File: src/rtl/core/ptrot_pkg.sv
package ptrot_pkg;

  // Default and upper bound of the micro-rotation count
  localparam int ROTATION_STEPS_DEF = 16;
  localparam int MAX_STEPS = 32;

  // Widths: offset, rotation datapath, gain product
  localparam int OW = 33;
  localparam int CW = 36;
  localparam int PW = CW + 32;

  // Degrees to turns: floor(u / 45) by reciprocal, u = angle + 2^31
  localparam logic [32:0] DEG_RECIP = 33'd6108397933;
  localparam int DEG_RECIP_SHIFT = 38;
  localparam int DEG_Q_W = 27;
  localparam logic [31:0] DEG_DIV = 32'd45;
  // 2^31 = 45 * DEG_BIAS_Q + DEG_BIAS_R
  localparam logic [31:0] DEG_BIAS_Q = 32'd47721858;
  localparam logic [5:0] DEG_BIAS_R = 6'd38;
  localparam logic [5:0] DEG_BIAS_RC = 6'd7;

  // Radians to turns: round(2^32 / (2*pi)), applied to Q16.16
  localparam logic signed [31:0] RAD_SCALE = 32'sd683565276;

  // Angle unit code
  localparam logic MODE_DEG = 1'b1;

  // Quarter-turn pre-rotation
  typedef enum logic [1:0] {QUAD_0, QUAD_1, QUAD_2, QUAD_3} quad_t;

  // Arctangent of 2^-i in turn units (2^32 per turn)
  localparam logic [31:0] ATAN_TURNS [MAX_STEPS] = '{
    32'd536870912, 32'd316933406, 32'd167458907, 32'd85004756, 32'd42667331,
    32'd21354465, 32'd10679838, 32'd5340245, 32'd2670163, 32'd1335087,
    32'd667544, 32'd333772, 32'd166886, 32'd83443, 32'd41722, 32'd20861,
    32'd10430, 32'd5215, 32'd2608, 32'd1304, 32'd652, 32'd326, 32'd163,
    32'd81, 32'd41, 32'd20, 32'd10, 32'd5, 32'd3, 32'd1, 32'd1, 32'd0
  };

  typedef struct packed {
    logic signed [31:0] point_x;
    logic signed [31:0] point_y;
    logic signed [31:0] pivot_x;
    logic signed [31:0] pivot_y;
    logic signed [31:0] angle;
    logic               mode;
  } ptrot_in_t;

  typedef struct packed {
    logic signed [31:0] rotated_x;
    logic signed [31:0] rotated_y;
  } ptrot_out_t;

  // Vector travelling along the rotation cells
  typedef struct packed {
    logic signed [CW-1:0] x;
    logic signed [CW-1:0] y;
    logic signed [31:0]   z;
    logic signed [31:0]   pivot_x;
    logic signed [31:0]   pivot_y;
  } ptrot_vec_t;

  // Nearest of r * 8192 / 45 for a remainder r below 45
  function automatic logic [12:0] deg_frac(input logic [5:0] r);
    logic [12:0] base;
    logic [12:0] corr;
    base = 13'(r) * 13'd182;
    corr = (r >= 6'd34) ? 13'd2 : ((r >= 6'd12) ? 13'd1 : 13'd0);
    return base + corr;
  endfunction

  // Integer square root, one result bit per pass
  function automatic logic [63:0] isqrt64(input logic [63:0] v);
    logic [63:0] rem;
    logic [63:0] res;
    logic [63:0] bt;
    rem = v;
    res = '0;
    for (int b = 31; b >= 0; b--) begin
      bt = 64'd1 << (2 * b);
      if (rem >= res + bt) begin
        rem = rem - (res + bt);
        res = (res >> 1) + bt;
      end else begin
        res = res >> 1;
      end
    end
    return res;
  endfunction

  // Square root of the Q60 product of (1 + 4^-i) over the steps used
  function automatic logic [63:0] gain_root(input int n);
    logic [63:0] p;
    logic [63:0] r;
    p = 64'd1 << 60;
    for (int i = 0; i < MAX_STEPS; i++) begin
      if (i < n) begin
        p = p + (p >> (2 * i));
      end
    end
    r = isqrt64(p);
    return (r == 64'd0) ? 64'd1 : r;
  endfunction

  // Clamp a wide signed value to the 32-bit range
  function automatic logic signed [31:0] sat32(input logic signed [PW-1:0] v);
    logic hi_ones;
    logic hi_zeros;
    hi_ones  = &v[PW-1:31];
    hi_zeros = ~|v[PW-1:31];
    if (hi_ones || hi_zeros) begin
      return v[31:0];
    end else if (v[PW-1]) begin
      return 32'sh8000_0000;
    end else begin
      return 32'sh7FFF_FFFF;
    end
  endfunction

endpackage

File: src/rtl/core/ptrot_cell.sv
module ptrot_cell #(
  parameter int IDX = 0
) (
  input  logic                  clk,
  input  logic                  rst_n,
  input  logic                  in_valid,
  input  ptrot_pkg::ptrot_vec_t in_vec,
  output logic                  out_valid,
  output ptrot_pkg::ptrot_vec_t out_vec
);
  import ptrot_pkg::*;

  localparam logic [31:0] ATAN_I = ATAN_TURNS[IDX[4:0]];

  logic                 valid_r;
  ptrot_vec_t           vec_r;
  ptrot_vec_t           vec_nxt;
  logic signed [CW-1:0] dx;
  logic signed [CW-1:0] dy;

  // One micro-rotation toward a zero residual angle
  always_comb begin
    dx = in_vec.y >>> IDX;
    dy = in_vec.x >>> IDX;
    vec_nxt = in_vec;
    if (!in_vec.z[31]) begin
      vec_nxt.x = in_vec.x - dx;
      vec_nxt.y = in_vec.y + dy;
      vec_nxt.z = in_vec.z - signed'(ATAN_I);
    end else begin
      vec_nxt.x = in_vec.x + dx;
      vec_nxt.y = in_vec.y - dy;
      vec_nxt.z = in_vec.z + signed'(ATAN_I);
    end
  end

  always_ff @(posedge clk) begin
    if (!rst_n) begin
      valid_r <= 1'b0;
    end else begin
      valid_r <= in_valid;
    end
  end

  always_ff @(posedge clk) begin
    vec_r <= vec_nxt;
  end

  assign out_valid = valid_r;
  assign out_vec   = vec_r;

endmodule

File: config.mk
export PLATFORM = sky130hd
export DESIGN_NAME = ptrot_cell
export DESIGN_NICKNAME = d
export VERILOG_FILES = /design/src/rtl/core/ptrot_pkg.sv /design/src/rtl/core/ptrot_cell.sv
export SDC_FILE = /design/constraint.sdc
export NUM_CORES = 1
export LEC_CHECK = 0
export ABC_AREA = 1
export BUFFER_PORTS_ARGS = -buffer_cell sky130_fd_sc_hd__buf_4
export CORE_AREA = 2 2 240 124
export CTS_CLUSTER_SIZE = 10
export DETAILED_ROUTE_END_ITERATION = 8
export DIE_AREA = 0 0 242 126
export SYNTH_ARGS = -nofsm -noshare
export SYNTH_HDL_FRONTEND = slang
export SYNTH_SLANG_ARGS = --single-unit
File: constraint.sdc
create_clock -name clk -period 3.6 [get_ports clk]
set_input_delay 0.18 -clock clk [delete_from_list [all_inputs] [get_ports clk]]
set_output_delay 0.18 -clock clk [all_outputs]
set_load 0.01 [all_outputs]
==> qor.yml <==
run_status:
  outcome: "finished, final reports clean"
placement:
  dp_hpwl_um: 39680
  port_buffers: 339
  post-place-ws_ns: 1.047
  gp_congestion: 1.060
sta:
  setup_violations: 0
  finalHoldViolations: 0
  worst_pin_slew_ns: 1.067
  slew_headroom: 0.2884
  rsz0062_at_grt: "no"
  fmaxAchievable_mhz: 452.7
  fin_crit_sh: 0.6136
  report.final.slew_viol_count: 0
  finalWorstSetupSlack_ns: 1.391
  fin_tns_setup_ns: 0
  post-route-min-period_ns: 2.209
clock_network:
  cts_tree: "done"
  htree_num_levels: 4
  cts_resized: 0
  root_buffer: "clkbuf_16"
  path_clk_slew_ns: 0.07
  cts_num_sinks: 168
  clk_path_buf_depth: 2
  numCtsBuffers: 17
power:
  combPwrFrac: 0.353
  power.density_nw_per_um2: 398.0
  pwr-share-clk: 0.301
  p_int_mw: 3.896
  irDropWorstVdd_mv: 0.3413
  p_sw_mw: 2.294
  cellLeakagePower_nw: 8.131
  power_frac_seq: 0.345
  sw_frac_of_total: 0.3706
route:
  vias_per_cell: 5.079
  vias: 12780
  wl_um: 48550
  drc_errors: 0
  routedWlPerCell_um: 19.30
  first_pass_iters: 7
  drt-initial-drc-count: 1425
  detail-route-antenna-nets: 0
floorplanning:
  die_w_um: 242
  die_h_um: 126
  start_util: 0.3935
  die-area_um2: 30490
  rows: 44
  io_pins: 340
  coreArea_um2: 28410
synthesis:
  avgSynthCellArea_um2: 6.606
  async_flop_share: 0
  syn_nets: 1972
  post-synth-top-area-cell: "dfxtp_1"
  seq_area_frac_synth: 0.3009
  synth_cell_types: 42
  synth-main-ff-cell: "dfxtp_1"
  ys_warn_count: 0
  synth_edf_count: 0
  ys_top_cells_by_count: "nand2_1, inv_1, dfxtp_1"
  synth.most_common_cell: "nand2_1"
  syn-cell-area_um2: 11180
  netlist_top_cells_area: "dfxtp_1, nand2_1, ha_1, inv_1, nand3_1"
  synthCells: 1692
  synth.ff_latch_count: 168
  yosysTopAreaCellShare: 0.3009
setup_path:
  critPathSlowestCell: "ha_1"
  crit_fanout: 11
  crit_required_ns: 3.93
  max_stage_delay_ns: 0.60
  crit_type: "primary input to flop"
  timing.critical_path.to_type: "flop"
  cpMostUsedCell: "nand2_1"
  crit_chain: "buf_4 -> inv_1 -> ha_1 -> nand2_1 -> inv_1 -> nand2_1 -> nand3_1 -> a21oi_1 -> o21ai_1 -> nand2_1 -> nand2_1 -> nand2_1 -> nand3_1 -> nand2_1"
  cp_data_arrival_time_ns: 2.54
  cp-start-kind: "primary input"
cells_and_area:
  seqCellArea_um2: 3363
  drive_gt1_frac: 0.2015
  area_growth_pct: 39.15
  fillers: 2836
  multi_input_area_um2: 6613
  nNetsFinal: 2391
global_route:
  grt_usage: 0.3141
  antenna_found_initial: 1
  grt_overflow: 0
  grt_first_pass_wirelength_um: 72320
  grt_start_max_net_pins: 53
  grt_pass1_vias: 12140
hold_path:
  hp-class: "primary input to flop"
job:
  drv_cap: 0
## layout by cell type (no fill, tap or decap), types with 6 or more instances in the layout
master / n
a21o_1: 7
a21oi_1: 116
buf_4: 346
clkbuf_16: 17
dfxtp_1: 168
dlygate4sd3_1: 97
ha_1: 105
inv_1: 240
inv_2: 7
nand2_1: 475
nand2_2: 6
nand3_1: 151
nand4_1: 6
nor2_1: 145
nor2_2: 15
nor3_1: 16
o21ai_0: 89
o21bai_1: 14
o22ai_1: 7
xor2_1: 32
## critical path: cells and delay by family
kind | cells | cell delay (ns)
adders and majority gates | 1 | 0.60
buffers and inverters | 3 | 0.27
and+or+nand+nor | 8 | 0.98
AOI/OAI and AO/OA | 2 | 0.50
## state kept, by name (all words and copies together), names as in the netlist
signal and flops:
out_valid 1, out_vec 167
## metal layers
| metal | wire, um | share of wire | track usage |
|---|---|---|---|
| met5 | 0 | 0 | 0 |
| met4 | 503 | 0.010 | 0.05846 |
| met3 | 5624 | 0.12 | 0.1042 |
| met2 | 18020 | 0.37 | 0.4043 |
| met1 | 24400 | 0.50 | 0.4930 |
## final cells by class
| type | instances | share of cell area |
|---|---|---|
| Multi-Input combinational cell | 1234 | 0.4252 |
| Timing Repair Buffer | 443 | 0.2294 |
| Sequential cell | 168 | 0.2163 |
| Inverter | 247 | 0.05961 |
| Tap cell | 391 | 0.03146 |
| Clock buffer | 18 | 0.02759 |
| Clock inverter | 14 | 0.01030 |
| Antenna cell | 1 | 0.0001609 |
## power by group through the flow
stage	Clock, mW	Sequential (mW)	Combinational (mW)
4_1_cts	1.90	2.14	2.11
3_5_place_dp	0	2.18	2.02
5_1_grt	1.97	2.16	2.36
6_report	1.87	2.14	2.19
3_3_place_gp	0	2.18	2.02
2_1_floorplan	0	2.27	1.00
## cell families after synthesis
group,after synthesis,synth area share
DFF,168,0.3009
buffers and inverters,290,0.1075
xor gates and xnor gates,33,0.02586
and+or+nand+nor,832,0.3127
adders and majority gates,109,0.1247
AOI/OAI and AO/OA,260,0.1284
## stage by stage
stage          std cells  hold WS [ns]    util  total power, mW  instance area [um^2]
6_report            2516       0.04885  0.5475            6.190                 15550
5_1_grt             2516       0.05661  0.5475            6.490                 15550
4_1_cts             2515       0.03160  0.5474            6.151                 15550
3_5_place_dp        2386        0.2856  0.4925            4.193                 13990
3_3_place_gp        2386        0.2845  0.4925            4.193                 13990
2_1_floorplan       1692        0.2077       -            3.274                 11180
## what timing repair did
item | in CTS | in global routing
hold buffers | 97 | 0
endpoints found under the setup margin | 0 | 0
buffers inserted | 0 | 0
endpoints found under the hold margin | 96 | 0
## worst paths after layout
path	slack, ns	startpoint	cells past startpoint	end
max	1.39	in_vec[99]	14	out_vec[118]$_DFF_P_
min	0.05	in_vec[132]	3	out_vec[96]$_DFF_P_
Power figures use the tool's default switching activity.
