===== config.mk =====
export PLATFORM = sky130hd
export DESIGN_NAME = ptrot_gain
export DESIGN_NICKNAME = d
export VERILOG_FILES = /design/src/rtl/core/ptrot_pkg.sv /design/src/rtl/core/ptrot_gain.sv
export SDC_FILE = /design/constraint.sdc
export NUM_CORES = 2
export LEC_CHECK = 0
export BUFFER_PORTS_ARGS = -buffer_cell sky130_fd_sc_hd__buf_2
export CELL_PAD_IN_SITES_DETAIL_PLACEMENT = 1
export CELL_PAD_IN_SITES_GLOBAL_PLACEMENT = 1
export CORE_MARGIN = 3
export CORE_UTILIZATION = 54
export DETAILED_ROUTE_END_ITERATION = 12
export GPL_ROUTABILITY_DRIVEN = 0
export PLACE_DENSITY_LB_ADDON = 0.3
export SYNTH_ARGS = -nofsm -noshare
export SYNTH_HDL_FRONTEND = slang
export SYNTH_SLANG_ARGS = --single-unit

===== constraint.sdc =====
create_clock -name clk -period 14.6 [get_ports clk]
set_input_delay 0.73 -clock clk [delete_from_list [all_inputs] [get_ports clk]]
set_output_delay 0.73 -clock clk [all_outputs]
set_load 0.05 [all_outputs]

===== src/rtl/core/ptrot_pkg.sv =====
package ptrot_pkg;

  // Default and upper bound of the micro-rotation count
  localparam int ROTATION_STEPS_DEF = 16;
  localparam int MAX_STEPS = 32;

  // Widths: offset, rotation datapath, gain product
  localparam int OW = 33;
  localparam int CW = 36;
  localparam int PW = CW + 32;

  // Degrees to turns: floor(u / 45) by reciprocal, u = angle + 2^31
  localparam logic [32:0] DEG_RECIP = 33'd6108397933;
  localparam int DEG_RECIP_SHIFT = 38;
  localparam int DEG_Q_W = 27;
  localparam logic [31:0] DEG_DIV = 32'd45;
  // 2^31 = 45 * DEG_BIAS_Q + DEG_BIAS_R
  localparam logic [31:0] DEG_BIAS_Q = 32'd47721858;
  localparam logic [5:0] DEG_BIAS_R = 6'd38;
  localparam logic [5:0] DEG_BIAS_RC = 6'd7;

  // Radians to turns: round(2^32 / (2*pi)), applied to Q16.16
  localparam logic signed [31:0] RAD_SCALE = 32'sd683565276;

  // Angle unit code
  localparam logic MODE_DEG = 1'b1;

  // Quarter-turn pre-rotation
  typedef enum logic [1:0] {QUAD_0, QUAD_1, QUAD_2, QUAD_3} quad_t;

  // Arctangent of 2^-i in turn units (2^32 per turn)
  localparam logic [31:0] ATAN_TURNS [MAX_STEPS] = '{
    32'd536870912, 32'd316933406, 32'd167458907, 32'd85004756, 32'd42667331,
    32'd21354465, 32'd10679838, 32'd5340245, 32'd2670163, 32'd1335087,
    32'd667544, 32'd333772, 32'd166886, 32'd83443, 32'd41722, 32'd20861,
    32'd10430, 32'd5215, 32'd2608, 32'd1304, 32'd652, 32'd326, 32'd163,
    32'd81, 32'd41, 32'd20, 32'd10, 32'd5, 32'd3, 32'd1, 32'd1, 32'd0
  };

  typedef struct packed {
    logic signed [31:0] point_x;
    logic signed [31:0] point_y;
    logic signed [31:0] pivot_x;
    logic signed [31:0] pivot_y;
    logic signed [31:0] angle;
    logic               mode;
  } ptrot_in_t;

  typedef struct packed {
    logic signed [31:0] rotated_x;
    logic signed [31:0] rotated_y;
  } ptrot_out_t;

  // Vector travelling along the rotation cells
  typedef struct packed {
    logic signed [CW-1:0] x;
    logic signed [CW-1:0] y;
    logic signed [31:0]   z;
    logic signed [31:0]   pivot_x;
    logic signed [31:0]   pivot_y;
  } ptrot_vec_t;

  // Nearest of r * 8192 / 45 for a remainder r below 45
  function automatic logic [12:0] deg_frac(input logic [5:0] r);
    logic [12:0] base;
    logic [12:0] corr;
    base = 13'(r) * 13'd182;
    corr = (r >= 6'd34) ? 13'd2 : ((r >= 6'd12) ? 13'd1 : 13'd0);
    return base + corr;
  endfunction

  // Integer square root, one result bit per pass
  function automatic logic [63:0] isqrt64(input logic [63:0] v);
    logic [63:0] rem;
    logic [63:0] res;
    logic [63:0] bt;
    rem = v;
    res = '0;
    for (int b = 31; b >= 0; b--) begin
      bt = 64'd1 << (2 * b);
      if (rem >= res + bt) begin
        rem = rem - (res + bt);
        res = (res >> 1) + bt;
      end else begin
        res = res >> 1;
      end
    end
    return res;
  endfunction

  // Square root of the Q60 product of (1 + 4^-i) over the steps used
  function automatic logic [63:0] gain_root(input int n);
    logic [63:0] p;
    logic [63:0] r;
    p = 64'd1 << 60;
    for (int i = 0; i < MAX_STEPS; i++) begin
      if (i < n) begin
        p = p + (p >> (2 * i));
      end
    end
    r = isqrt64(p);
    return (r == 64'd0) ? 64'd1 : r;
  endfunction

  // Clamp a wide signed value to the 32-bit range
  function automatic logic signed [31:0] sat32(input logic signed [PW-1:0] v);
    logic hi_ones;
    logic hi_zeros;
    hi_ones  = &v[PW-1:31];
    hi_zeros = ~|v[PW-1:31];
    if (hi_ones || hi_zeros) begin
      return v[31:0];
    end else if (v[PW-1]) begin
      return 32'sh8000_0000;
    end else begin
      return 32'sh7FFF_FFFF;
    end
  endfunction

endpackage


===== src/rtl/core/ptrot_gain.sv =====
module ptrot_gain #(
  parameter int STEPS = ptrot_pkg::ROTATION_STEPS_DEF
) (
  input  logic                  clk,
  input  logic                  rst_n,
  input  logic                  in_valid,
  input  ptrot_pkg::ptrot_vec_t in_vec,
  output logic                  out_valid,
  output ptrot_pkg::ptrot_out_t out_item
);
  import ptrot_pkg::*;

  // Inverse of the rotation gain, Q30
  localparam logic [63:0] ROOT   = gain_root(STEPS);
  localparam logic [63:0] GAIN64 = (64'd1 << 60) / ROOT;
  localparam logic signed [31:0] GAIN = signed'(GAIN64[31:0]);

  logic                 m_valid_r;
  logic signed [PW-1:0] m_x_r;
  logic signed [PW-1:0] m_y_r;
  logic signed [31:0]   m_px_r;
  logic signed [31:0]   m_py_r;

  logic                 o_valid_r;
  ptrot_out_t           o_item_r;
  ptrot_out_t           o_item_nxt;
  logic signed [PW-1:0] sx;
  logic signed [PW-1:0] sy;
  logic signed [PW-1:0] fx;
  logic signed [PW-1:0] fy;

  always_ff @(posedge clk) begin
    if (!rst_n) begin
      m_valid_r <= 1'b0;
      o_valid_r <= 1'b0;
    end else begin
      m_valid_r <= in_valid;
      o_valid_r <= m_valid_r;
    end
  end

  // Scale by the inverse gain
  always_ff @(posedge clk) begin
    m_x_r  <= PW'(in_vec.x) * PW'(GAIN);
    m_y_r  <= PW'(in_vec.y) * PW'(GAIN);
    m_px_r <= in_vec.pivot_x;
    m_py_r <= in_vec.pivot_y;
  end

  // Round back to Q16.16, add the pivot and clamp
  always_comb begin
    sx = (m_x_r + (PW'(1) <<< 29)) >>> 30;
    sy = (m_y_r + (PW'(1) <<< 29)) >>> 30;
    fx = sx + PW'(m_px_r);
    fy = sy + PW'(m_py_r);
    o_item_nxt.rotated_x = sat32(fx);
    o_item_nxt.rotated_y = sat32(fy);
  end

  always_ff @(posedge clk) begin
    o_item_r <= o_item_nxt;
  end

  assign out_valid = o_valid_r;
  assign out_item  = o_item_r;

endmodule


==> results.json <==
{
  "outcome": "finished clean",
  "start_kind": "input port",
  "rows": 111,
  "cts-root-buf": "clkbuf_16",
  "dpl_worst_slack_ns": 5.24,
  "max_clock_freq_mhz": 112,
  "clock_latency_ns": 0.55,
  "crit_type": "in -> reg",
  "ys_seq_area_frac": 0.0817,
  "grtUsageTotal": 0.324,
  "portBuffers": 203,
  "cts-htree-levels": 1,
  "ios": 236,
  "synth_area_sq_um": 50400,
  "clk_pin_slew_ns": 0.07,
  "drt_iter0_drc": 2172,
  "setup_ws_ns": 5.68,
  "postPlaceCellArea_sq_um": 52900,
  "vias_per_cell": 5.55,
  "synth-edff-count": 0,
  "vias": 36433,
  "grt_first_pass_wirelength_microns": 243000,
  "crit_path_max_fanout": 6,
  "worstPathArrival_ns": 9.37,
  "cts_tree": "done",
  "drive_above_1_share": 0.0596,
  "multi_input_area_sq_um": 40200,
  "hpwl_microns": 139000,
  "wl_per_cell_microns": 23.5,
  "antenna_left": 0,
  "cts.repair.resized": 0,
  "die_h_microns": 312,
  "rsz0062_at_grt": "no",
  "setup_viol_count_final": 0,
  "worstRegToRegCells": 21,
  "hold_viol_final": 0,
  "finClkSkew_ns": 0.0290,
  "synth_top_flop_cell": "dfxtp_1",
  "yosysUniqueCellTypes": 80,
  "hold_path_depth": 1,
  "maxSlewHeadroom": 0.396,
  "antenna_found_initial": 4,
  "die_w_microns": 312,
  "final_cell_mix": "1571 x inv_1, 1077 x fa_1, 734 x ha_1",
  "nets": 7287,
  "fin_setup_tns_ns": 0,
  "ys_seq_elements": 206,
  "cp.required_ns": 15.06,
  "period_minus_slack_ns": 8.92,
  "layout_commonest_cell": "inv_1",
  "period_share": 0.611,
  "synth_cells": 5119,
  "regToRegSetupSlack_ns": 8.87,
  "syn2layout_area_growth_pct": 6.33,
  "fin_area_sq_um": 53600,
  "grt-ovfl-total": 0,
  "detail_route.first_pass.iterations": 5,
  "cts.path.max_buffers": 3,
  "register_area_sq_um": 4120,
  "tightest_slew_ns": 0.896,
  "yosys_warnings": 0,
  "core_sq_um": 92100,
  "numCtsBuffers": 22,
  "clock-sinks": 206,
  "post-route-drc-count": 0,
  "start_util": 0.548,
  "post_synth.cell_area_avg_sq_um": 9.85,
  "maxCapViolCount": 0,
  "die_area_sq_um": 97100,
  "grt_max_degree": 51,
  "drt_wl_total_microns": 155000,
  "async_reset_ff_frac": 0,
  "post_cts_buffers": 0,
  "filler_cell_count": 10357,
  "end_kind": "register",
  "drv_slew": 0,
  "syn_nets": 7101,
  "grt_pass1_vias": 42407,
  "hold_buffers": 0,
  "hp-class": "in -> reg"
}
[routing by layer]
| layer | share of wire | vias to the layer above | GRT usage |
|---|---|---|---|
| li1 | - | 16049 | - |
| met3 | 0.062 | 409 | 0.0483 |
| met5 | 0.00019 | - | 0 |
| met2 | 0.48 | 1250 | 0.554 |
| met4 | 0.047 | 4 | 0.127 |
| met1 | 0.41 | 18721 | 0.417 |
[sequential cells by signal (all words and copies together) (netlist names)]
signal,cells
m_px_r,32
m_x_r,38
out_valid,1
m_y_r,38
m_py_r,32
m_valid_r,1
out_item,64
[cell families (layout without fill, tap and decap cells)]
kind of cell / count (synthesis) / in the layout / share of synthesized area
buffers and inverters: 1622 / 1824 / 0.122
muxes: 11 / 11 / 0.00223
DFF: 206 / 206 / 0.0817
other: 0 / 3 / 0
adders and majority gates: 1811 / 1811 / 0.609
AOI/OAI and AO/OA: 666 / 666 / 0.0859
xor gates and xnor gates: 266 / 266 / 0.0463
and+or+nand+nor: 537 / 537 / 0.0521
[cell usage after synthesis, types with 4 or more instances]
cell type | instances | area share
nand2_1 | 179 | 0.013
a211o_1 | 5 | 0.00087
or2_2 | 15 | 0.0019
a21o_1 | 132 | 0.020
a41oi_1 | 6 | 0.0010
o211ai_1 | 18 | 0.0027
nor3_1 | 25 | 0.0025
ha_1 | 734 | 0.18
o21a_1 | 8 | 0.0012
fa_1 | 1077 | 0.43
a31oi_1 | 20 | 0.0025
and4_1 | 14 | 0.0024
nor2b_1 | 12 | 0.0015
dfxtp_1 | 206 | 0.082
nor2_1 | 99 | 0.0074
inv_1 | 1571 | 0.12
and3_1 | 32 | 0.0040
nand4_1 | 37 | 0.0046
and2_1 | 23 | 0.0029
nor4_1 | 10 | 0.0012
mux2i_1 | 9 | 0.0018
o21ai_0 | 114 | 0.011
nand2b_1 | 14 | 0.0017
a21oi_2 | 31 | 0.0054
a21oi_1 | 216 | 0.021
clkbuf_1 | 31 | 0.0023
a41o_1 | 4 | 0.00079
xnor2_1 | 154 | 0.027
a211oi_1 | 28 | 0.0042
buf_2 | 8 | 0.00079
or3_1 | 8 | 0.00099
nand3_1 | 54 | 0.0054
buf_6 | 6 | 0.0013
xor2_1 | 111 | 0.019
o21bai_1 | 28 | 0.0042
o221ai_1 | 4 | 0.00069
a221oi_1 | 7 | 0.0012
[worst paths after layout]
check / from / to
hold reg to reg: m_valid_r$_SDFF_PN0_ / out_valid$_SDFF_PN0_
setup / recovery: in_vec[151] / m_x_r[66]$_DFF_P_
hold / removal: in_vec[60] / m_px_r[28]$_DFF_P_
setup reg to reg: m_x_r[37]$_DFF_P_ / out_item[32]$_DFF_P_
[stage by stage]
| stage | instances | utilization | hold WS, ns |
|---|---|---|---|
| floorplan | 5119 | - | 0.412 |
| global placement | 6524 | 0.574 | 0.420 |
| detailed placement | 6524 | 0.574 | 0.430 |
| CTS | 6564 | 0.582 | 0.259 |
| global route | 6565 | 0.582 | 0.272 |
| finish | 6567 | 0.583 | 0.296 |
[final cells by class]
| type | count | area share |
|---|---|---|
| clock buffers | 27 | 0.0114 |
| inverters | 1573 | 0.110 |
| multi-input cells | 3291 | 0.749 |
| diodes | 3 | 0.000140 |
| repair buffers | 211 | 0.0201 |
| flip-flops and latches | 206 | 0.0769 |
| clock inverters | 13 | 0.00310 |
| well taps | 1243 | 0.0290 |
[critical path, cell delays in order]
cell,delay [ns]
buf_2,0.21
ha_1,0.35
inv_1,0.16
fa_1,0.54
inv_1,0.11
fa_1,0.49
inv_1,0.05
fa_1,0.57
inv_1,0.10
fa_1,0.50
fa_1,0.55
fa_1,0.57
inv_1,0.09
fa_1,0.60
inv_1,0.07
ha_1,0.34
a21o_1,0.21
a21oi_1,0.24
inv_1,0.10
a2111oi_1,0.70
a211oi_1,0.34
o31a_1,0.38
o31a_1,0.32
a31oi_1,0.42
a31oi_1,0.20
a211oi_1,0.27
xnor2_1,0.14
Power is left out: the tool's default activity adds up to more than one toggle a clock period on the data nets, which glitch-free logic cannot reach.
