===== src/rtl/core/ptrot_pkg.sv =====
package ptrot_pkg;

  // Default and upper bound of the micro-rotation count
  localparam int ROTATION_STEPS_DEF = 16;
  localparam int MAX_STEPS = 32;

  // Widths: offset, rotation datapath, gain product
  localparam int OW = 33;
  localparam int CW = 36;
  localparam int PW = CW + 32;

  // Degrees to turns: floor(u / 45) by reciprocal, u = angle + 2^31
  localparam logic [32:0] DEG_RECIP = 33'd6108397933;
  localparam int DEG_RECIP_SHIFT = 38;
  localparam int DEG_Q_W = 27;
  localparam logic [31:0] DEG_DIV = 32'd45;
  // 2^31 = 45 * DEG_BIAS_Q + DEG_BIAS_R
  localparam logic [31:0] DEG_BIAS_Q = 32'd47721858;
  localparam logic [5:0] DEG_BIAS_R = 6'd38;
  localparam logic [5:0] DEG_BIAS_RC = 6'd7;

  // Radians to turns: round(2^32 / (2*pi)), applied to Q16.16
  localparam logic signed [31:0] RAD_SCALE = 32'sd683565276;

  // Angle unit code
  localparam logic MODE_DEG = 1'b1;

  // Quarter-turn pre-rotation
  typedef enum logic [1:0] {QUAD_0, QUAD_1, QUAD_2, QUAD_3} quad_t;

  // Arctangent of 2^-i in turn units (2^32 per turn)
  localparam logic [31:0] ATAN_TURNS [MAX_STEPS] = '{
    32'd536870912, 32'd316933406, 32'd167458907, 32'd85004756, 32'd42667331,
    32'd21354465, 32'd10679838, 32'd5340245, 32'd2670163, 32'd1335087,
    32'd667544, 32'd333772, 32'd166886, 32'd83443, 32'd41722, 32'd20861,
    32'd10430, 32'd5215, 32'd2608, 32'd1304, 32'd652, 32'd326, 32'd163,
    32'd81, 32'd41, 32'd20, 32'd10, 32'd5, 32'd3, 32'd1, 32'd1, 32'd0
  };

  typedef struct packed {
    logic signed [31:0] point_x;
    logic signed [31:0] point_y;
    logic signed [31:0] pivot_x;
    logic signed [31:0] pivot_y;
    logic signed [31:0] angle;
    logic               mode;
  } ptrot_in_t;

  typedef struct packed {
    logic signed [31:0] rotated_x;
    logic signed [31:0] rotated_y;
  } ptrot_out_t;

  // Vector travelling along the rotation cells
  typedef struct packed {
    logic signed [CW-1:0] x;
    logic signed [CW-1:0] y;
    logic signed [31:0]   z;
    logic signed [31:0]   pivot_x;
    logic signed [31:0]   pivot_y;
  } ptrot_vec_t;

  // Nearest of r * 8192 / 45 for a remainder r below 45
  function automatic logic [12:0] deg_frac(input logic [5:0] r);
    logic [12:0] base;
    logic [12:0] corr;
    base = 13'(r) * 13'd182;
    corr = (r >= 6'd34) ? 13'd2 : ((r >= 6'd12) ? 13'd1 : 13'd0);
    return base + corr;
  endfunction

  // Integer square root, one result bit per pass
  function automatic logic [63:0] isqrt64(input logic [63:0] v);
    logic [63:0] rem;
    logic [63:0] res;
    logic [63:0] bt;
    rem = v;
    res = '0;
    for (int b = 31; b >= 0; b--) begin
      bt = 64'd1 << (2 * b);
      if (rem >= res + bt) begin
        rem = rem - (res + bt);
        res = (res >> 1) + bt;
      end else begin
        res = res >> 1;
      end
    end
    return res;
  endfunction

  // Square root of the Q60 product of (1 + 4^-i) over the steps used
  function automatic logic [63:0] gain_root(input int n);
    logic [63:0] p;
    logic [63:0] r;
    p = 64'd1 << 60;
    for (int i = 0; i < MAX_STEPS; i++) begin
      if (i < n) begin
        p = p + (p >> (2 * i));
      end
    end
    r = isqrt64(p);
    return (r == 64'd0) ? 64'd1 : r;
  endfunction

  // Clamp a wide signed value to the 32-bit range
  function automatic logic signed [31:0] sat32(input logic signed [PW-1:0] v);
    logic hi_ones;
    logic hi_zeros;
    hi_ones  = &v[PW-1:31];
    hi_zeros = ~|v[PW-1:31];
    if (hi_ones || hi_zeros) begin
      return v[31:0];
    end else if (v[PW-1]) begin
      return 32'sh8000_0000;
    end else begin
      return 32'sh7FFF_FFFF;
    end
  endfunction

endpackage


===== src/rtl/core/ptrot_front.sv =====
module ptrot_front (
  input  logic                  clk,
  input  logic                  rst_n,
  input  logic                  in_valid,
  input  ptrot_pkg::ptrot_in_t  in_item,
  output logic                  vec_valid,
  output ptrot_pkg::ptrot_vec_t vec
);
  import ptrot_pkg::*;

  // Stage A: offsets and the two angle products
  logic                      a_valid_r;
  logic [31:0]               a_u_r;
  logic [DEG_Q_W-1:0]        a_q_r;
  logic [47:0]               a_rad_r;
  logic                      a_mode_r;
  logic signed [OW-1:0]      a_dx_r;
  logic signed [OW-1:0]      a_dy_r;
  logic signed [31:0]        a_px_r;
  logic signed [31:0]        a_py_r;

  logic [31:0]               u;
  logic [64:0]               deg_prod;
  logic signed [63:0]        rad_prod;

  // Stage B: angle in turns
  logic                      b_valid_r;
  logic [31:0]               b_t_r;
  logic signed [OW-1:0]      b_dx_r;
  logic signed [OW-1:0]      b_dy_r;
  logic signed [31:0]        b_px_r;
  logic signed [31:0]        b_py_r;

  logic [31:0]               qd45;
  logic [5:0]                ru;
  logic [5:0]                rr;
  logic [31:0]               qq;
  logic [31:0]               t_deg;
  logic [47:0]               rad_round;
  logic [31:0]               t_nxt;

  // Stage C: quadrant turn and residual angle
  logic                      c_valid_r;
  ptrot_vec_t                c_vec_r;
  ptrot_vec_t                c_vec_nxt;
  logic [31:0]               tq;
  quad_t                     quad;
  logic signed [CW-1:0]      xe;
  logic signed [CW-1:0]      ye;

  // Offset the angle so the quotient by 45 stays unsigned
  assign u        = {~in_item.angle[31], in_item.angle[30:0]};
  assign deg_prod = 65'(u) * 65'(DEG_RECIP);
  assign rad_prod = 64'(in_item.angle) * 64'(RAD_SCALE);

  always_ff @(posedge clk) begin
    if (!rst_n) begin
      a_valid_r <= 1'b0;
      b_valid_r <= 1'b0;
      c_valid_r <= 1'b0;
    end else begin
      a_valid_r <= in_valid;
      b_valid_r <= a_valid_r;
      c_valid_r <= b_valid_r;
    end
  end

  always_ff @(posedge clk) begin
    a_u_r    <= u;
    a_q_r    <= deg_prod[DEG_RECIP_SHIFT +: DEG_Q_W];
    a_rad_r  <= rad_prod[47:0];
    a_mode_r <= in_item.mode;
    a_dx_r   <= OW'(in_item.point_x) - OW'(in_item.pivot_x);
    a_dy_r   <= OW'(in_item.point_y) - OW'(in_item.pivot_y);
    a_px_r   <= in_item.pivot_x;
    a_py_r   <= in_item.pivot_y;
  end

  // Remainder by 45, move the bias back and build the turn count
  always_comb begin
    qd45 = 32'(a_q_r) * DEG_DIV;
    ru   = a_u_r[5:0] - qd45[5:0];
    if (ru >= DEG_BIAS_R) begin
      rr = ru - DEG_BIAS_R;
      qq = 32'(a_q_r) - DEG_BIAS_Q;
    end else begin
      rr = ru + DEG_BIAS_RC;
      qq = 32'(a_q_r) - (DEG_BIAS_Q + 32'd1);
    end
    t_deg     = {qq[18:0], 13'b0} + 32'(deg_frac(rr));
    rad_round = a_rad_r + 48'd32768;
    t_nxt     = (a_mode_r == MODE_DEG) ? t_deg : rad_round[47:16];
  end

  always_ff @(posedge clk) begin
    b_t_r  <= t_nxt;
    b_dx_r <= a_dx_r;
    b_dy_r <= a_dy_r;
    b_px_r <= a_px_r;
    b_py_r <= a_py_r;
  end

  // Turn by whole quarters, keep the residual for the cells
  always_comb begin
    tq   = b_t_r + 32'h2000_0000;
    quad = quad_t'(tq[31:30]);
    xe   = CW'(b_dx_r);
    ye   = CW'(b_dy_r);
    c_vec_nxt.z       = signed'(b_t_r - {tq[31:30], 30'b0});
    c_vec_nxt.pivot_x = b_px_r;
    c_vec_nxt.pivot_y = b_py_r;
    case (quad)
      QUAD_1: begin
        c_vec_nxt.x = -ye;
        c_vec_nxt.y = xe;
      end
      QUAD_2: begin
        c_vec_nxt.x = -xe;
        c_vec_nxt.y = -ye;
      end
      QUAD_3: begin
        c_vec_nxt.x = ye;
        c_vec_nxt.y = -xe;
      end
      default: begin
        c_vec_nxt.x = xe;
        c_vec_nxt.y = ye;
      end
    endcase
  end

  always_ff @(posedge clk) begin
    c_vec_r <= c_vec_nxt;
  end

  assign vec_valid = c_valid_r;
  assign vec       = c_vec_r;

endmodule


===== config.mk =====
export PLATFORM = sky130hd
export DESIGN_NAME = ptrot_front
export DESIGN_NICKNAME = d
export VERILOG_FILES = /design/src/rtl/core/ptrot_pkg.sv /design/src/rtl/core/ptrot_front.sv
export SDC_FILE = /design/constraint.sdc
export NUM_CORES = 2
export LEC_CHECK = 0
export BUFFER_PORTS_ARGS = -buffer_cell sky130_fd_sc_hd__buf_4
export CAP_MARGIN = 10
export CORE_AREA = 2 2 366 223
export CTS_CLUSTER_DIAMETER = 150
export DETAILED_ROUTE_END_ITERATION = 7
export DIE_AREA = 0 0 368 225
export PLACE_DENSITY_LB_ADDON = 0.05
export REMOVE_ABC_BUFFERS = 1
export SYNTH_ARGS = -nofsm -noshare
export SYNTH_HDL_FRONTEND = slang
export SYNTH_SLANG_ARGS = --single-unit

===== constraint.sdc =====
create_clock -name clk -period 7.9 [get_ports clk]
set_input_delay 1.58 -clock clk [delete_from_list [all_inputs] [get_ports clk]]
set_output_delay 1.58 -clock clk [all_outputs]
set_load 0.1 [all_outputs]

==> summary.md <==
| Metric | Value |
|---|---|
| Status | `completed` |
| PortBufs | `332` |
| Min cycle time layout | `7.75 ns` |
| CP max FO | `4` |
| HP Class | `reg -> reg` |
| TritonCTS Buffers | `49` |
| Hold Vio Cnt, Final | `0` |
| Worst Tran Pin Value | `0.997 ns` |
| H-tree levels | `2` |
| Overflow after GRT | `0` |
| Initial core utilization | `55.9%` |
| Die Y | `225 um` |
| Layout cells sized above 1 | `18.9%` |
| Req. time, crit path | `8.45 ns` |
| Most used DFF post-synth | `dfxtp_1` |
| HPWL after DPL | `114 mm` |
| WHS | `0.283 ns` |
| Die Area | `0.0828 mm^2` |
| # IOs | `333` |
| Rows | `80` |
| First-pass GRT wire length | `194 mm` |
| Period utilization | `98.1%` |
| DP Worst Slack | `-0.907 ns` |
| #FFs+latches synth | `522` |
| Mapped Avg Cell Area | `10.2 um^2` |
| # nets final | `6,596` |
| CP max stage cell | `fa_1` |
| Post-synth EDFFs | `0` |
| Number of setup violations in the final report | `0` |
| Largest net degree at the start of global routing | `102` |
| Fin. max-slew vios | `0` |
| Total GRT Usage | `31.8%` |
| Commonest non-fill, non-tap cells in the layout | `1,098 x inv_1, 797 x buf_4, 635 x fa_1` |
| Die width | `368 um` |
| Vias | `31,600` |
| Vias per Instance | `5.02` |
| Residual DRC | `0` |
| Post-CTS Hold Buffers | `0` |
| Most common cell after layout, fill and taps aside | `inv_1` |
| CTS tree | `yes` |
| Design Area, Final | `0.0536 mm^2` |
| Routed Antenna Nets | `0` |
| Clock root cell | `clkbuf_16` |
| F_max | `129 MHz` |
| Sink Count | `522` |
| Initial antenna violation count | `14` |
| Sequential fraction of the synthesis area | `23.7%` |
| Yosys warning total | `0` |
| Core Box Area | `0.0791 mm^2` |
| Setup crit end kind | `register` |
| First-pass DRT Iterations | `5` |
| Vias in the first global route | `31,600` |
| Arr. time, crit path | `8.30 ns` |
| Most used cell along the critical path | `fa_1` |
| Synthesized cell area | `0.0442 mm^2` |
| Critical path class | `in -> reg` |
| Mapped Cells | `4,352` |
| GP Congestion | `0.991` |
| Worst-skew pair later-pin latency | `0.64 ns` |
| Max capacitance violation total | `0` |
| Max Buffers Root-to-Sink | `3` |
| Final WL | `129 mm` |
| Worst path max stage delay | `0.57 ns` |
| Clk_skew | `0.0559 ns` |
| Synth async-reset ratio | `0%` |
| Initial DRC count | `2,306` |
| CTS clock-pin slew for the worst setup and hold paths | `0.07 ns` |
| Area Growth Syn to Fin | `21.3%` |
| Worst setup SP type | `input pin` |
| WL per Instance | `20.5 um` |
| Worst-case headroom to the max-slew limit | `32.9%` |
| Yosys cell types | `77` |
| Final worst slack | `0.148 ns` |
| DP Area | `0.0515 mm^2` |
through the flow:
step | TNS, ns | std cells | utilization, %
final | 0 | 6293 | 67.8
after global routing | -0.0597 | 6274 | 67.7
after CTS | 0 | 6268 | 67.4
after detailed placement | -14.42 | 6176 | 65.1
after global placement | -12.66 | 6176 | 65.1
after floorplan | -0.289 | 4310 | -
area by class of cell:
cell class                 count  area, um^2
clock inverter                30         357
antenna                       19        47.5
clock buffer                  61        1320
timing repair buffer         807        6160
multi-input combinational   2683       29800
inverter                    1105        4150
sequential                   522       10500
fill                        6494       25500
tap                         1066        1330
critical path: cells and delay by family:
family,cells,cell delay [ns]
AO/OA/AOI/OAI,8,1.42
buffers and inverters,8,0.96
XOR/XNOR,1,0.16
adder cells (fa/ha/maj),9,4.01
AND/OR/NAND/NOR,1,0.20
final timing paths:
| check | from | end | slack, ns | cells after the start |
|---|---|---|---|---|
| max | in_item[11] | a_q_r[0] | 0.15 | 27 |
| min | a_py_r[7] | b_py_r[7] | 0.28 | 0 |
| max reg2reg | a_q_r[2] | b_t_r[12] | 0.61 | 29 |
| min reg2reg | a_py_r[7] | b_py_r[7] | 0.28 | 0 |
state kept, by name (all words and copies together), names as in the netlist, 6 cells and up:
signal	count
a_px_r	32
b_dy_r	33
a_u_r	6
a_rad_r	33
vec	168
a_q_r	19
b_py_r	32
b_t_r	32
b_dx_r	33
a_dx_r	33
a_py_r	32
b_px_r	32
a_dy_r	33
logic make-up after synthesis:
group / after synthesis / synth area share (%)
AO/OA/AOI/OAI: 530 / 7.42
AND/OR/NAND/NOR: 576 / 6.03
multiplexers: 12 / 0.337
adder cells (fa/ha/maj): 1264 / 46.8
XOR/XNOR: 301 / 6.00
flip-flops: 522 / 23.7
buffers and inverters: 1147 / 9.75
per-layer routing:
metal  share of wire, %  track usage [%]  up-vias  wire (um)
met5              0.054                0        -         69
met4                1.3             4.32       14       1620
met1                 48             47.7    15200      61200
met3                 14             16.7      101      18100
met2                 37             40.7     1064      47700
li1                   -                -    15200          -
cell usage after synthesis (all sizes together) (4+ instances only):
cell / count / area [um^2]
o211ai: 11 / 82.6
and3: 18 / 113
clkbuf: 33 / 124
nand2b: 19 / 119
nand2: 146 / 548
buf: 9 / 35.0
a221oi: 4 / 35.0
xor2: 100 / 883
o21ai: 114 / 571
dfxtp: 522 / 10500
and4: 4 / 35.0
o31ai: 8 / 70.1
o41ai: 6 / 52.6
a21o: 57 / 429
or2: 9 / 56.3
nand3: 42 / 210
o311ai: 4 / 35.0
a21oi: 207 / 1050
a211o: 5 / 43.8
and2: 11 / 70.1
or4: 4 / 31.3
o31a: 5 / 43.8
a31o: 7 / 61.3
nor2: 202 / 761
o21a: 25 / 188
o21bai: 10 / 75.1
o2111ai: 4 / 35.0
ha: 616 / 7710
nor2b: 23 / 144
nand4: 21 / 131
or3: 6 / 37.5
inv: 1105 / 4150
nor4: 18 / 113
nor3b: 4 / 30.0
a211oi: 15 / 113
fa: 648 / 13000
xnor2: 201 / 1770
mux2i: 7 / 70.1
a31oi: 17 / 106
nor3: 43 / 215
timing repair:
action / in CTS / in global routing
buffers inserted: 1 / 7
gates resized for setup: 16 / 54
endpoints found under the hold margin: 0 / 0
gates cloned: 0 / 0
setup endpoints to repair: 9 / 19
pin swaps: 20 / 51
Power is not shown: default switching activity piles up to over one toggle a cycle in this logic, so the estimate is an artifact.
